`config.mk`:
```
export PLATFORM = sky130hd
export DESIGN_NAME = pqtt_search
export DESIGN_NICKNAME = d
export VERILOG_FILES = /design/src/hw/rtl/pqtt_pkg.sv /design/src/hw/rtl/pqtt_search.sv
export SDC_FILE = /design/constraint.sdc
export NUM_CORES = 1
export LEC_CHECK = 0
export ABC_AREA = 1
export BUFFER_PORTS_ARGS = -buffer_cell sky130_fd_sc_hd__buf_2
export CORE_MARGIN = 2
export CORE_UTILIZATION = 50
export CTS_CLUSTER_SIZE = 20
export DETAILED_ROUTE_END_ITERATION = 7
export PLACE_DENSITY_LB_ADDON = 0.1
export SLEW_MARGIN = 20
export SYNTH_ARGS = -nofsm -noshare
export SYNTH_HDL_FRONTEND = slang
export SYNTH_SLANG_ARGS = --single-unit
```
`constraint.sdc`:
```
create_clock -name clk -period 6.5 [get_ports clk]
set_input_delay 1.3 -clock clk [delete_from_list [all_inputs] [get_ports clk]]
set_output_delay 1.3 -clock clk [all_outputs]
set_load 0.02 [all_outputs]
```
`src/hw/rtl/pqtt_pkg.sv`:
```
package pqtt_pkg;

  // Fixed field widths.
  localparam int PITCH_W    = 24;
  localparam int CHAN_W     = 4;
  localparam int NOTE_IDX_W = 7;
  localparam int CFG_IDX_W  = 2;
  localparam int CFG_DATA_W = 2;
  localparam int RND_W      = 2;

  // Default configuration of the block.
  localparam int NOTE_COUNT_DEF      = 128;
  localparam int CHANNEL_COUNT_DEF   = 16;
  localparam int PITCH_FRAC_BITS_DEF = 16;

  // Saturation limits of a pitch value.
  localparam longint PITCH_MAX = (longint'(1) <<< (PITCH_W - 1)) - 1;
  localparam longint PITCH_MIN = -(longint'(1) <<< (PITCH_W - 1));

  // Request opcodes.
  localparam logic OP_QUANT = 1'b0;
  localparam logic OP_WRITE = 1'b1;

  // Mode register codes.
  localparam logic MODE_RETUNE = 1'b0;
  localparam logic MODE_SEARCH = 1'b1;

  // Rounding register codes; the unused code behaves as nearest.
  localparam logic [RND_W-1:0] RND_DOWN = 2'd0;
  localparam logic [RND_W-1:0] RND_NEAR = 2'd1;
  localparam logic [RND_W-1:0] RND_UP   = 2'd2;

  // Configuration register indexes.
  localparam logic [CFG_IDX_W-1:0] REG_QUANT_MODE  = 2'd0;
  localparam logic [CFG_IDX_W-1:0] REG_ROUNDING    = 2'd1;
  localparam logic [CFG_IDX_W-1:0] REG_TABLE_VALID = 2'd2;

  // Control handed from the sequencer to the search unit.
  typedef struct packed {
    logic clear;
    logic step;
  } scan_ctl_t;

  // Equal-tempered pitch of note n: (n-60)/12 volts, rounded half away from zero,
  // saturated to the pitch width.
  function automatic logic signed [PITCH_W-1:0] et_pitch(input int n, input int frac);
    longint v;
    longint q;
    v = longint'(n - 60) * (longint'(1) <<< frac);
    if (v >= 0) begin
      q = (v + 6) / 12;
    end else begin
      q = -((-v + 6) / 12);
    end
    if (q > PITCH_MAX) begin
      q = PITCH_MAX;
    end else if (q < PITCH_MIN) begin
      q = PITCH_MIN;
    end
    return PITCH_W'(q);
  endfunction

endpackage

```
`src/hw/rtl/pqtt_search.sv`:
```
module pqtt_search
  import pqtt_pkg::*;
#(
  parameter int NOTE_COUNT = NOTE_COUNT_DEF
) (
  input  logic                                 clk,
  input  logic                                 rst,
  input  scan_ctl_t                            ctl,
  input  logic [$clog2(NOTE_COUNT)-1:0]        idx,
  input  logic [$clog2(NOTE_COUNT)-1:0]        sel,
  input  logic signed [PITCH_W-1:0]            p,
  input  logic signed [PITCH_W-1:0]            t,
  input  logic                                 t_filt,
  input  logic                                 mode,
  input  logic [RND_W-1:0]                     rounding,
  output logic signed [PITCH_W-1:0]            res
);

  localparam int IDX_W = $clog2(NOTE_COUNT);

  logic                      have_lo;
  logic                      have_hi;
  logic                      exact;
  logic signed [PITCH_W-1:0] lo;
  logic signed [PITCH_W-1:0] hi;
  logic signed [PITCH_W-1:0] e0;
  logic signed [PITCH_W-1:0] rt;
  logic signed [PITCH_W:0]   mid_sum;
  logic signed [PITCH_W:0]   p2;
  logic signed [PITCH_W-1:0] found;

  // Track the nearest unfiltered note strictly below and above the sample.
  always_ff @(posedge clk) begin
    if (rst || ctl.clear) begin
      have_lo <= 1'b0;
      have_hi <= 1'b0;
      exact   <= 1'b0;
    end else if (ctl.step && !t_filt) begin
      if (t == p) begin
        exact <= 1'b1;
      end else if (t < p) begin
        if (!have_lo || t > lo) begin
          have_lo <= 1'b1;
        end
      end else begin
        if (!have_hi || t < hi) begin
          have_hi <= 1'b1;
        end
      end
    end
  end

  // Payload of the scan: bounds, entry zero and the retune entry.
  always_ff @(posedge clk) begin
    if (ctl.step) begin
      if (!t_filt && t < p && (!have_lo || t > lo)) begin
        lo <= t;
      end
      if (!t_filt && t > p && (!have_hi || t < hi)) begin
        hi <= t;
      end
      if (idx == IDX_W'(0)) begin
        e0 <= t;
      end
      if (idx == sel) begin
        rt <= t;
      end
    end
  end

  // Pick the result once the whole table has gone by.
  assign mid_sum = {lo[PITCH_W-1], lo} + {hi[PITCH_W-1], hi};
  assign p2      = {p, 1'b0};

  always_comb begin
    priority if (exact) begin
      found = p;
    end else if (!have_lo && !have_hi) begin
      found = e0;
    end else if (!have_lo) begin
      found = hi;
    end else if (!have_hi) begin
      found = lo;
    end else if (rounding == RND_DOWN) begin
      found = lo;
    end else if (rounding == RND_UP) begin
      found = hi;
    end else if (p2 < mid_sum) begin
      found = lo;
    end else begin
      found = hi;
    end
  end

  assign res = (mode == MODE_SEARCH) ? found : rt;

endmodule

```
==> results.cfg <==
[timing]
fmax_mhz = 167
worst_pin_slew_ns = 1.03
grt_setup_unrepaired = false
fin_tns_setup_ns = 0
hold_viol_final = 0
finalCriticalPeriod_ns = 6.00
final.hold.worst_slack_ns = 0.551
finalCritPeriodShare_pct = 92.2
final-setup-viol-count = 0
max_slew_margin_pct = 31.7
slew_viol_final = 0
fin_worst_skew_ns = 0.00710

[critical_path]
timing.critical_path.from = hi[2]
crit_buf_inv = 1
critPathMaxStageDelay_ns = 0.43
worstPathArrival_ns = 4.70
worst_setup_path_end_kind = output port
cp_max_fo = 25
reg2reg_slack_ns = 3.14
reg2regPathDepth = 11
cp-start-kind = register
crit_top_cell = nand2_1
endpoint = res[23]
critPathTopFamily = simple AND/OR/NAND/NOR gates
worstPathRequired_ns = 5.20
rr_endpoint = lo[4]
cp.depth = 26
reg2reg_from = lo[23]
crit_type = reg -> out
critPathSlowestCell = edfxtp_1

[route]
routed-via-count = 6541
routed_via_density = 5.46
drt.antenna.violating_nets = 0
dr.pass1.iters = 5
drc_errors = 0
drt_iter0_drc = 389
wire_per_inst_um = 16.7
drt-total-wl_um = 20000

[yosys]
ys_seq_elements = 99
seq_area_frac_synth_pct = 37.9
synth-simple-area-share_pct = 20.7
synth_top_family_by_area = simple AND/OR/NAND/NOR gates
synth_edf_count = 96
yosys_warnings = 0
syn_avg_cell_area_um2 = 8.49
synth_compound_area_share_pct = 11.8
netlist_instances = 916
synth.distinct_cells = 43
synth_fp_nets = 1106
synth_xor_area_share_pct = 3.15
synthFlopType = edfxtp_1
syn_area_um2 = 7770
yosys.area_share.adder_pct = 19.4
synth.mux.area_fraction_pct = 0
synthArstFlopShare_pct = 0

[layout]
fin_nets = 1195
n_antenna_cell = 0
area_growth_pct = 12.6
drive_gt1_share_pct = 14.5

[grt]
grt_pass1_vias = 6347
grt_pass1_wl_um = 32000
grt_start_max_net_pins = 49
grtUsageTotal_pct = 25.1
gr-total-overflow = 0
antenna_found_initial = 0

[cts]
cts_made_buffers = 9
cts_root_buf = clkbuf_16
cts_setup_buffers = 0
cts.path.max_buffers = 2
cts_sinks = 99
htreeDepth = 3
clkTransAtPathRegs_ns = 0.07
postCtsResizedCells = 0
cts.hold.buffers_added = 0
clock_latency_ns = 0.36
cts_tree = yes

[place]
portBuffers = 93
post-dp-hpwl_um = 14900
routabilityCongestion = 0.894

[floorplanning]
io_pins = 94
dieArea_um2 = 16600
num_rows = 45
core_um2 = 15200
die_w_um = 129
initial_core_util_pct = 51.1
die_y_um = 129

[pwr]
power.leakage_nw = 4.14
irDropWorstVdd_uv = 145
p_per_area_nw_per_um2 = 200

[run]
cap_violations = 0

[outcome]
outcome = complete, no violations

[min_path]
worst_hold_path_type = reg -> reg
[metal layers]
metal	vias to the layer above	track usage [%]	share of wire [%]
met4	0	7.42	1.5
met2	167	42.5	47
met1	3007	34.1	47
met3	20	2.95	4.3
met5	-	0	0
li1	3347	-	-
[final cells by class]
cell class / count / area (um2)
flip-flops and latches: 99 / 2940
clock inverters: 6 / 104
multi-input cells: 682 / 4300
well taps: 188 / 235
fillers: 1464 / 6450
inverters: 114 / 428
repair buffers: 99 / 510
clock buffers: 10 / 229
[sequential cells by signal, summed over array words and instances (netlist names)]
| signal | count |
|---|---|
| have_lo | 1 |
| lo | 24 |
| hi | 24 |
| e0 | 24 |
| exact | 1 |
| rt | 24 |
| have_hi | 1 |
[stage by stage]
step | instance area, um2 | utilization [%] | instances | total power [mW] | worst slack (ns)
after detailed placement | 8420 | 55.4 | 1182 | 1.15 | 0.905
after global routing | 8750 | 57.6 | 1198 | 1.84 | 0.0275
after CTS | 8750 | 57.6 | 1198 | 1.76 | 0.513
after global placement | 8420 | 55.4 | 1182 | 1.14 | 0.960
after floorplan | 7770 | - | 916 | 1.02 | 1.71
final | 8750 | 57.6 | 1198 | 1.75 | 0.505
[report_power, final]
group          total (mW)  internal, mW  switching (mW)
registers           0.729         0.720         0.00928
logic               0.407         0.151           0.256
clock network       0.616         0.374           0.242
[worst reg2reg max path: cells and delay by family (launching register included)]
family / cells / cell delay [ns]
flops: 1 / 0.36
compound gates: 2 / 0.89
buf+inv: 3 / 0.57
simple gates: 5 / 0.91
fa+ha+maj: 1 / 0.32
[Yosys cell counts (2+ instances only)]
library cell | instances | area (um2)
nand3_2 | 2 | 20.0
o211ai_1 | 6 | 45.0
xor2_1 | 16 | 140
clkinv_1 | 2 | 7.51
nand2_1 | 196 | 736
o21ai_1 | 10 | 50.1
a21oi_1 | 123 | 616
o21bai_1 | 2 | 15.0
nor2_1 | 44 | 165
nand4_1 | 16 | 100
nor4_1 | 6 | 37.5
inv_1 | 111 | 417
nand3_1 | 66 | 330
edfxtp_1 | 96 | 2880
ha_1 | 119 | 1490
buf_12 | 2 | 40.0
o21a_1 | 3 | 22.5
a21o_1 | 2 | 15.0
buf_4 | 3 | 22.5
clkbuf_1 | 14 | 52.6
nor3_1 | 4 | 20.0
nand2_2 | 21 | 131
o21ai_0 | 18 | 90.1
xnor2_1 | 12 | 105
buf_2 | 2 | 10.0
dfxtp_1 | 3 | 60.1
[worst min path at each step]
stage                       start      end  slack [ns]  cells after the start
final                     have_hi  have_hi        0.55                      2
after global routing      have_hi  have_hi        0.59                      2
after CTS                 have_hi  have_hi        0.55                      2
after detailed placement  have_hi  have_hi        0.54                      2
after global placement    have_hi  have_hi        0.54                      2
after floorplan           have_hi  have_hi        0.47                      2
[placed cells by master, fill, tap and decap left out, types with 3 or more instances in the layout]
cell / synthesis / layout
bufinv_16: 0 / 3
nor4_1: 6 / 5
o21ai_1: 10 / 10
o21a_1: 3 / 3
edfxtp_1: 96 / 96
buf_2: 2 / 93
xnor2_1: 12 / 12
nand3_1: 66 / 66
buf_4: 3 / 6
nand2_2: 21 / 21
clkbuf_16: 0 / 9
xor2_1: 16 / 16
o21ai_0: 18 / 18
clkinv_1: 2 / 3
nor3_1: 4 / 4
inv_1: 111 / 111
nand2_1: 196 / 196
o211ai_1: 6 / 6
ha_1: 119 / 119
nand4_1: 16 / 16
nor2_1: 44 / 43
a21oi_1: 123 / 121
[cells by family after synthesis]
group           count (synthesis)
buf+inv                       135
flops                          99
compound gates                172
xor+xnor                       28
simple gates                  362
fa+ha+maj                     120
(Power assumes the default switching activity.)
