`src/hw/rtl/pqtt_pkg.sv`:
```
package pqtt_pkg;

  // Fixed field widths.
  localparam int PITCH_W    = 24;
  localparam int CHAN_W     = 4;
  localparam int NOTE_IDX_W = 7;
  localparam int CFG_IDX_W  = 2;
  localparam int CFG_DATA_W = 2;
  localparam int RND_W      = 2;

  // Default configuration of the block.
  localparam int NOTE_COUNT_DEF      = 128;
  localparam int CHANNEL_COUNT_DEF   = 16;
  localparam int PITCH_FRAC_BITS_DEF = 16;

  // Saturation limits of a pitch value.
  localparam longint PITCH_MAX = (longint'(1) <<< (PITCH_W - 1)) - 1;
  localparam longint PITCH_MIN = -(longint'(1) <<< (PITCH_W - 1));

  // Request opcodes.
  localparam logic OP_QUANT = 1'b0;
  localparam logic OP_WRITE = 1'b1;

  // Mode register codes.
  localparam logic MODE_RETUNE = 1'b0;
  localparam logic MODE_SEARCH = 1'b1;

  // Rounding register codes; the unused code behaves as nearest.
  localparam logic [RND_W-1:0] RND_DOWN = 2'd0;
  localparam logic [RND_W-1:0] RND_NEAR = 2'd1;
  localparam logic [RND_W-1:0] RND_UP   = 2'd2;

  // Configuration register indexes.
  localparam logic [CFG_IDX_W-1:0] REG_QUANT_MODE  = 2'd0;
  localparam logic [CFG_IDX_W-1:0] REG_ROUNDING    = 2'd1;
  localparam logic [CFG_IDX_W-1:0] REG_TABLE_VALID = 2'd2;

  // Control handed from the sequencer to the search unit.
  typedef struct packed {
    logic clear;
    logic step;
  } scan_ctl_t;

  // Equal-tempered pitch of note n: (n-60)/12 volts, rounded half away from zero,
  // saturated to the pitch width.
  function automatic logic signed [PITCH_W-1:0] et_pitch(input int n, input int frac);
    longint v;
    longint q;
    v = longint'(n - 60) * (longint'(1) <<< frac);
    if (v >= 0) begin
      q = (v + 6) / 12;
    end else begin
      q = -((-v + 6) / 12);
    end
    if (q > PITCH_MAX) begin
      q = PITCH_MAX;
    end else if (q < PITCH_MIN) begin
      q = PITCH_MIN;
    end
    return PITCH_W'(q);
  endfunction

endpackage

```
`src/hw/rtl/pqtt_cell.sv`:
```
module pqtt_cell
  import pqtt_pkg::*;
#(
  parameter logic signed [PITCH_W-1:0] RESET_PITCH = '0
) (
  input  logic                      clk,
  input  logic                      rst,
  input  logic                      wr_en,
  input  logic signed [PITCH_W-1:0] wr_pitch,
  input  logic                      wr_filt,
  input  logic                      shift,
  input  logic signed [PITCH_W-1:0] nb_pitch,
  input  logic                      nb_filt,
  output logic signed [PITCH_W-1:0] pitch,
  output logic                      filt
);

  // One table entry: loaded by a table write, or taken from the neighbor during a scan.
  always_ff @(posedge clk) begin
    if (rst) begin
      pitch <= RESET_PITCH;
      filt  <= 1'b0;
    end else if (wr_en) begin
      pitch <= wr_pitch;
      filt  <= wr_filt;
    end else if (shift) begin
      pitch <= nb_pitch;
      filt  <= nb_filt;
    end
  end

endmodule

```
`config.mk`:
```
export PLATFORM = sky130hd
export DESIGN_NAME = pqtt_cell
export DESIGN_NICKNAME = d
export VERILOG_FILES = /design/src/hw/rtl/pqtt_pkg.sv /design/src/hw/rtl/pqtt_cell.sv
export SDC_FILE = /design/constraint.sdc
export NUM_CORES = 1
export LEC_CHECK = 0
export ABC_AREA = 1
export BUFFER_PORTS_ARGS = -buffer_cell sky130_fd_sc_hd__buf_4
export CAP_MARGIN = 40
export CORE_UTILIZATION = 45
export DETAILED_ROUTE_END_ITERATION = 8
export HOLD_SLACK_MARGIN = 0.03
export PLACE_DENSITY = 0.82
export SETUP_SLACK_MARGIN = 0.1
export SLEW_MARGIN = 15
export SYNTH_ARGS = -nofsm -noshare
export SYNTH_HDL_FRONTEND = slang
export SYNTH_SLANG_ARGS = --single-unit
```
`constraint.sdc`:
```
create_clock -name clk -period 1.2 [get_ports clk]
set_input_delay 0.06 -clock clk [delete_from_list [all_inputs] [get_ports clk]]
set_output_delay 0.06 -clock clk [all_outputs]
set_load 0.05 [all_outputs]
```
==> flow_summary.json, run 1 <==
{
  "avgSynthCellArea_um2": 6.58,
  "first_global_vias": 1163,
  "relSlewSlack": 0.721,
  "synth-xor-area-share": 0,
  "synthAdderAreaFrac": 0,
  "skew_ns": 0,
  "drive_gt1_frac": 0.314,
  "root_buffer": "clkbuf_4",
  "synth_compound_area_frac": 0,
  "fin_crit_ns": 0.959,
  "place_congestion": 0.810,
  "crit_chain": "buf_4",
  "cts_buffer_depth": 2,
  "routed-wl-met2_um": 1680,
  "synthesis.nets": 244,
  "peakVddDrop_mv": 0.710,
  "grt_max_degree": 27,
  "final-hold-violation-count": 0,
  "cts_buffers": 3,
  "fin_ws_ns": 0.241,
  "dieHeight_um": 54.7,
  "stdcell_area_um2": 1910,
  "drtAntennaViolNets": 0,
  "clock_sinks": 25,
  "ys_types": 9,
  "cp_slowest_stage_delay_ns": 0.37,
  "seqCellArea_um2": 500,
  "p_leak_nw": 1.13,
  "cts.clk_slew.worst_paths_ns": 0.14,
  "fmax_ghz": 1.04,
  "io_buffers": 78,
  "fin_crit_sh": 0.799,
  "crit_family": "flip-flops",
  "crit_path_end_kind": "output port",
  "worstPathArrival_ns": 0.90,
  "first_pass_iters": 4,
  "worst_pin_slew_ns": 0.419,
  "ys_warn_count": 0,
  "initialDrtViolationCount": 22,
  "cpMaxStageDelayCell": "dfxtp_1",
  "drcViolationCount": 0,
  "fillers": 223,
  "tns_ns": 0,
  "wl_met1_um": 1440,
  "hp-class": "input port to register",
  "crit_type": "register to output port",
  "place_inst": 287,
  "synthSimpleGateAreaFrac": 0.441,
  "initial_utilization": 0.491,
  "place_area_um2": 1780,
  "syn2layout_area_growth_pct": 52.9,
  "die-width_um": 54.7,
  "htree_levels": 1,
  "dieArea_um2": 2990,
  "syn_inst": 190,
  "fin_cells": 301,
  "yosysSeqAreaShare": 0.400,
  "routedWlPerCell_um": 11.1,
  "cap_violations": 0,
  "via_per_inst": 4.70,
  "dr_wl_met3_um": 187,
  "cp.required_ns": 1.14,
  "ys_ff_latch": 25,
  "yosys-top-cells-area": "dfxtp_1 40%, nand2_1 23%, nand3_1 20%, inv_1 7.5%, buf_6 4.5%",
  "dp.final_hpwl_um": 2200,
  "fp.coreArea_um2": 2540,
  "grt_use_total": 0.224,
  "grt_pass1_wl_um": 4880,
  "diodes": 0,
  "synthMuxAreaShare": 0,
  "cp_num_buf_inv": 1,
  "startpoint_type": "register",
  "multi_input_area_um2": 552,
  "vias": 1416,
  "fp-row-count": 18,
  "top_layer_used": "met4",
  "post_cts_buffers": 0,
  "setup_viol": 0,
  "syn_area_um2": 1250,
  "ioPinCount": 79,
  "drv_slew": 0,
  "p_per_area_nw_per_um2": 1010,
  "pre_cts_ws_ns": 0.190,
  "cts_tree": "built",
  "cp_max_fo": 2,
  "grt_antenna_before_repair": 0,
  "status": "finished clean",
  "total_power_mw": 1.93,
  "synth_top_area_frac": 0.400,
  "synth_top_family_by_area": "simple AND/OR/NAND/NOR gates",
  "yosysTopAreaCell": "dfxtp_1",
  "routed_wl_um": 3340,
  "final_net_count": 326,
  "clock_latency_ns": 0.32,
  "grt-ovfl-total": 0,
  "rsz0062_at_grt": "no"
}
placed cells by master (no fill, tap or decap):
cell type and n:
buf_4 79, clkbuf_1 1, clkbuf_4 3, dfxtp_1 25
dlygate4sd3_1 10, inv_1 25, inv_2 2, nand2_1 75
nand3_1 50, nor2_8 1
state kept, by name, summed over array words and instances, names as in the netlist:
name and cells:
filt 1, pitch 24
per-stage QoR:
step	hold WS, ns	util
final	0.0298	0.751
after global routing	0.0414	0.751
after CTS	0.0303	0.751
after detailed placement	0.360	0.701
after global placement	0.354	0.701
after floorplan	0.224	-
kinds of logic after synthesis:
family | after synthesis
AND/OR/NAND/NOR | 126
buffers and inverters | 39
flip-flops | 25
per-layer routing:
metal  global-route usage  vias to the layer above
met5                    0                        -
met4               0.0769                        0
met3               0.0306                        4
met2                0.416                       46
met1                0.256                      622
li1                     -                      744
what timing repair did:
action	CTS	global route
resized for setup	0	0
hold buffers	10	0
endpoints found under the hold margin	10	0
worst paths after layout:
path	slack, ns	depth (start not counted)	startpoint	end
hold / removal	0.03	5	wr_pitch[9]	pitch[9]
hold reg to reg	0.55	4	pitch[4]	pitch[4]
setup reg to reg	0.53	4	pitch[17]	pitch[17]
setup / recovery	0.24	1	pitch[23]	pitch[23]
final cells by class:
class / instances / share of cell area
repair buffers: 89 / 0.363
multi-input cells: 126 / 0.289
flip-flops and latches: 25 / 0.262
inverters: 27 / 0.0530
well taps: 30 / 0.0196
clock buffers: 4 / 0.0138
Yosys cell counts:
master,instances
inv_1,25
dfxtp_1,25
inv_2,2
buf_6,5
nor2_8,1
nand3_1,50
buf_2,5
nand2_1,75
buf_4,2
tightest hold or removal path, cell delays in order:
cell	delay [ns]
buf_4	0.08
nand2_1	0.04
nand3_1	0.07
nand2_1	0.04
inv_1	0.04
report_power, final:
group / internal, mW / switching, mW
clock network: 0.130 / 0.252
logic: 0.264 / 0.373
registers: 0.885 / 0.0286
total: 1.28 / 0.653
Note: power is estimated with default switching activity, not from simulation.
==> inputs of run 2 (changes only) <==
--- a/config.mk
+++ b/config.mk
@@ -8,10 +8,10 @@
 export ABC_AREA = 1
 export BUFFER_PORTS_ARGS = -buffer_cell sky130_fd_sc_hd__buf_4
 export CAP_MARGIN = 40
-export CORE_UTILIZATION = 45
+export CORE_UTILIZATION = 38
 export DETAILED_ROUTE_END_ITERATION = 8
 export HOLD_SLACK_MARGIN = 0.03
-export PLACE_DENSITY = 0.82
+export PLACE_DENSITY = 0.74
 export SETUP_SLACK_MARGIN = 0.1
 export SLEW_MARGIN = 15
 export SYNTH_ARGS = -nofsm -noshare
==> constraint.sdc (replaced) <==
create_clock -name clk -period 0.8 [get_ports clk]
set_input_delay 0.04 -clock clk [delete_from_list [all_inputs] [get_ports clk]]
set_output_delay 0.04 -clock clk [all_outputs]
set_load 0.05 [all_outputs]
==> flow_summary.json, run 2 (synthesized netlist as in run 1, its figures left out) <==
{
  "grt_antenna_before_repair": 0,
  "die-width_um": 59.4,
  "p_per_area_nw_per_um2": 1220,
  "worst_pin_slew_ns": 0.176,
  "hold_path_depth": 5,
  "dieHeight_um": 59.4,
  "drtAntennaViolNets": 0,
  "cts_tree": "built",
  "drive_gt1_frac": 0.510,
  "final_common_cell": "buf_4",
  "cts_buffers": 3,
  "htree_levels": 1,
  "cp_max_fo": 2,
  "hp-class": "input port to register",
  "seqCellArea_um2": 594,
  "routed_wl_um": 5320,
  "cp_num_buf_inv": 1,
  "cp.depth": 1,
  "layout_common_cells": "59 x buf_4, 56 x nand2_1, 36 x nand3_1",
  "cpMaxStageDelayCell": "dfxtp_4",
  "root_buffer": "clkbuf_4",
  "fin_ws_ns": -0.107,
  "top_register": "pitch",
  "worstPathArrival_ns": 0.87,
  "cts_buffer_depth": 2,
  "stdcell_area_um2": 2700,
  "dp.final_hpwl_um": 2580,
  "cp_slowest_stage_delay_ns": 0.39,
  "fp.coreArea_um2": 3080,
  "diodes": 0,
  "ioPinCount": 79,
  "status": "complete, but fails checks",
  "cap_violations": 0,
  "grt_max_degree": 21,
  "fillers": 155,
  "routedWlPerCell_um": 15.4,
  "dieArea_um2": 3520,
  "ff2ff_path_depth": 4,
  "crit_chain": "buf_8",
  "multi_input_area_um2": 669,
  "top_regs": "pitch x24, filt x1",
  "skew_ns": 0,
  "drcViolationCount": 0,
  "cts.clk_slew.worst_paths_ns": 0.14,
  "final_net_count": 357,
  "relSlewSlack": 0.883,
  "vias": 1750,
  "setup_viol": 25,
  "clock_sinks": 25,
  "post_cts_buffers": 0,
  "initial_utilization": 0.406,
  "rsz0062_at_grt": "yes",
  "drv_slew": 0,
  "grt-ovfl-total": 0,
  "finish.utilization": 0.876,
  "violations": "negative setup slack",
  "startpoint_type": "register",
  "syn2layout_area_growth_pct": 116,
  "total_power_mw": 3.30,
  "via_per_inst": 5.06,
  "grt_pass1_wl_um": 6780,
  "first_global_vias": 1573,
  "fin_crit_ns": 0.907,
  "grt_use_total": 0.263,
  "p_leak_nw": 1.52,
  "crit_type": "register to output port",
  "peakVddDrop_mv": 0.976,
  "fmax_ghz": 1.10,
  "crit_path_end_kind": "output port",
  "place_area_um2": 2010,
  "largest_reg_flops": 24,
  "fin_crit_sh": 1.13,
  "initialDrtViolationCount": 96,
  "final-hold-violation-count": 0,
  "crit_family": "flip-flops",
  "place_congestion": 0.789,
  "clock_latency_ns": 0.32,
  "io_buffers": 78,
  "cp.required_ns": 0.76,
  "first_pass_iters": 4,
  "fp-row-count": 20
}
run 2: changes by cell type in the layout (fill, tap and decap cells not counted), sizes merged:
cell and delta:
buf +9, dlygate4sd3 +10, dlymetal6s4s +12, clkinv +1
clkbuf -1
run 2: final cells by class:
class                      instances  area share
tap                               44      0.0204
inverter                          27      0.0376
clock buffer                       3     0.00835
multi-input combinational        126       0.248
timing repair buffer             120       0.463
clock inverter                     1     0.00186
sequential                        25       0.220
run 2: stage by stage:
stage / setup WS [ns] / std cells / hold WS (ns) / setup TNS (ns)
6_report: -0.107 / 346 / 0.0450 / -2.26
3_3_place_gp: 0.0526 / 310 / 0.333 / 0
5_1_grt: -0.138 / 346 / 0.0435 / -3.18
3_5_place_dp: 0.0403 / 310 / 0.336 / 0
4_1_cts: -0.0944 / 346 / 0.0331 / -2.04
2_1_floorplan: 0.101 / 190 / 0.194 / 0
run 2: final timing paths:
path | endpoint | from | slack [ns]
hold reg to reg | pitch[21] | pitch[21] | 0.58
setup / recovery | pitch[6] | pitch[6] | -0.11
setup reg to reg | pitch[6] | pitch[6] | 0.02
hold / removal | pitch[23] | nb_pitch[23] | 0.04
run 2: worst reg2reg max path, cell delays in order, from the launching register on:
cell and delay [ns]:
dfxtp_4 0.38, nand2_1 0.07, nand3_1 0.07, nand2_1 0.09, inv_1 0.07
run 2: repair_timing:
item / CTS / global route
resized for setup: 50 / 46
hold endpoints to repair: 25 / 0
setup endpoints to repair: 25 / 46
pin swaps: 0 / 21
cloned: 0 / 0
hold buffers: 32 / 0
run 2: metal layers:
| layer | track usage | up-vias | part of all wire |
|---|---|---|---|
| li1 | - | 807 | - |
| met1 | 0.253 | 818 | 0.34 |
| met2 | 0.515 | 95 | 0.55 |
| met3 | 0.0655 | 30 | 0.064 |
| met4 | 0.116 | 0 | 0.044 |
| met5 | 0 | - | 0 |
run 2: power breakdown:
group          switching, mW  internal (mW)  total (mW)
registers             0.0837           1.30        1.39
logic                  0.672          0.665        1.34
clock network          0.389          0.188       0.577
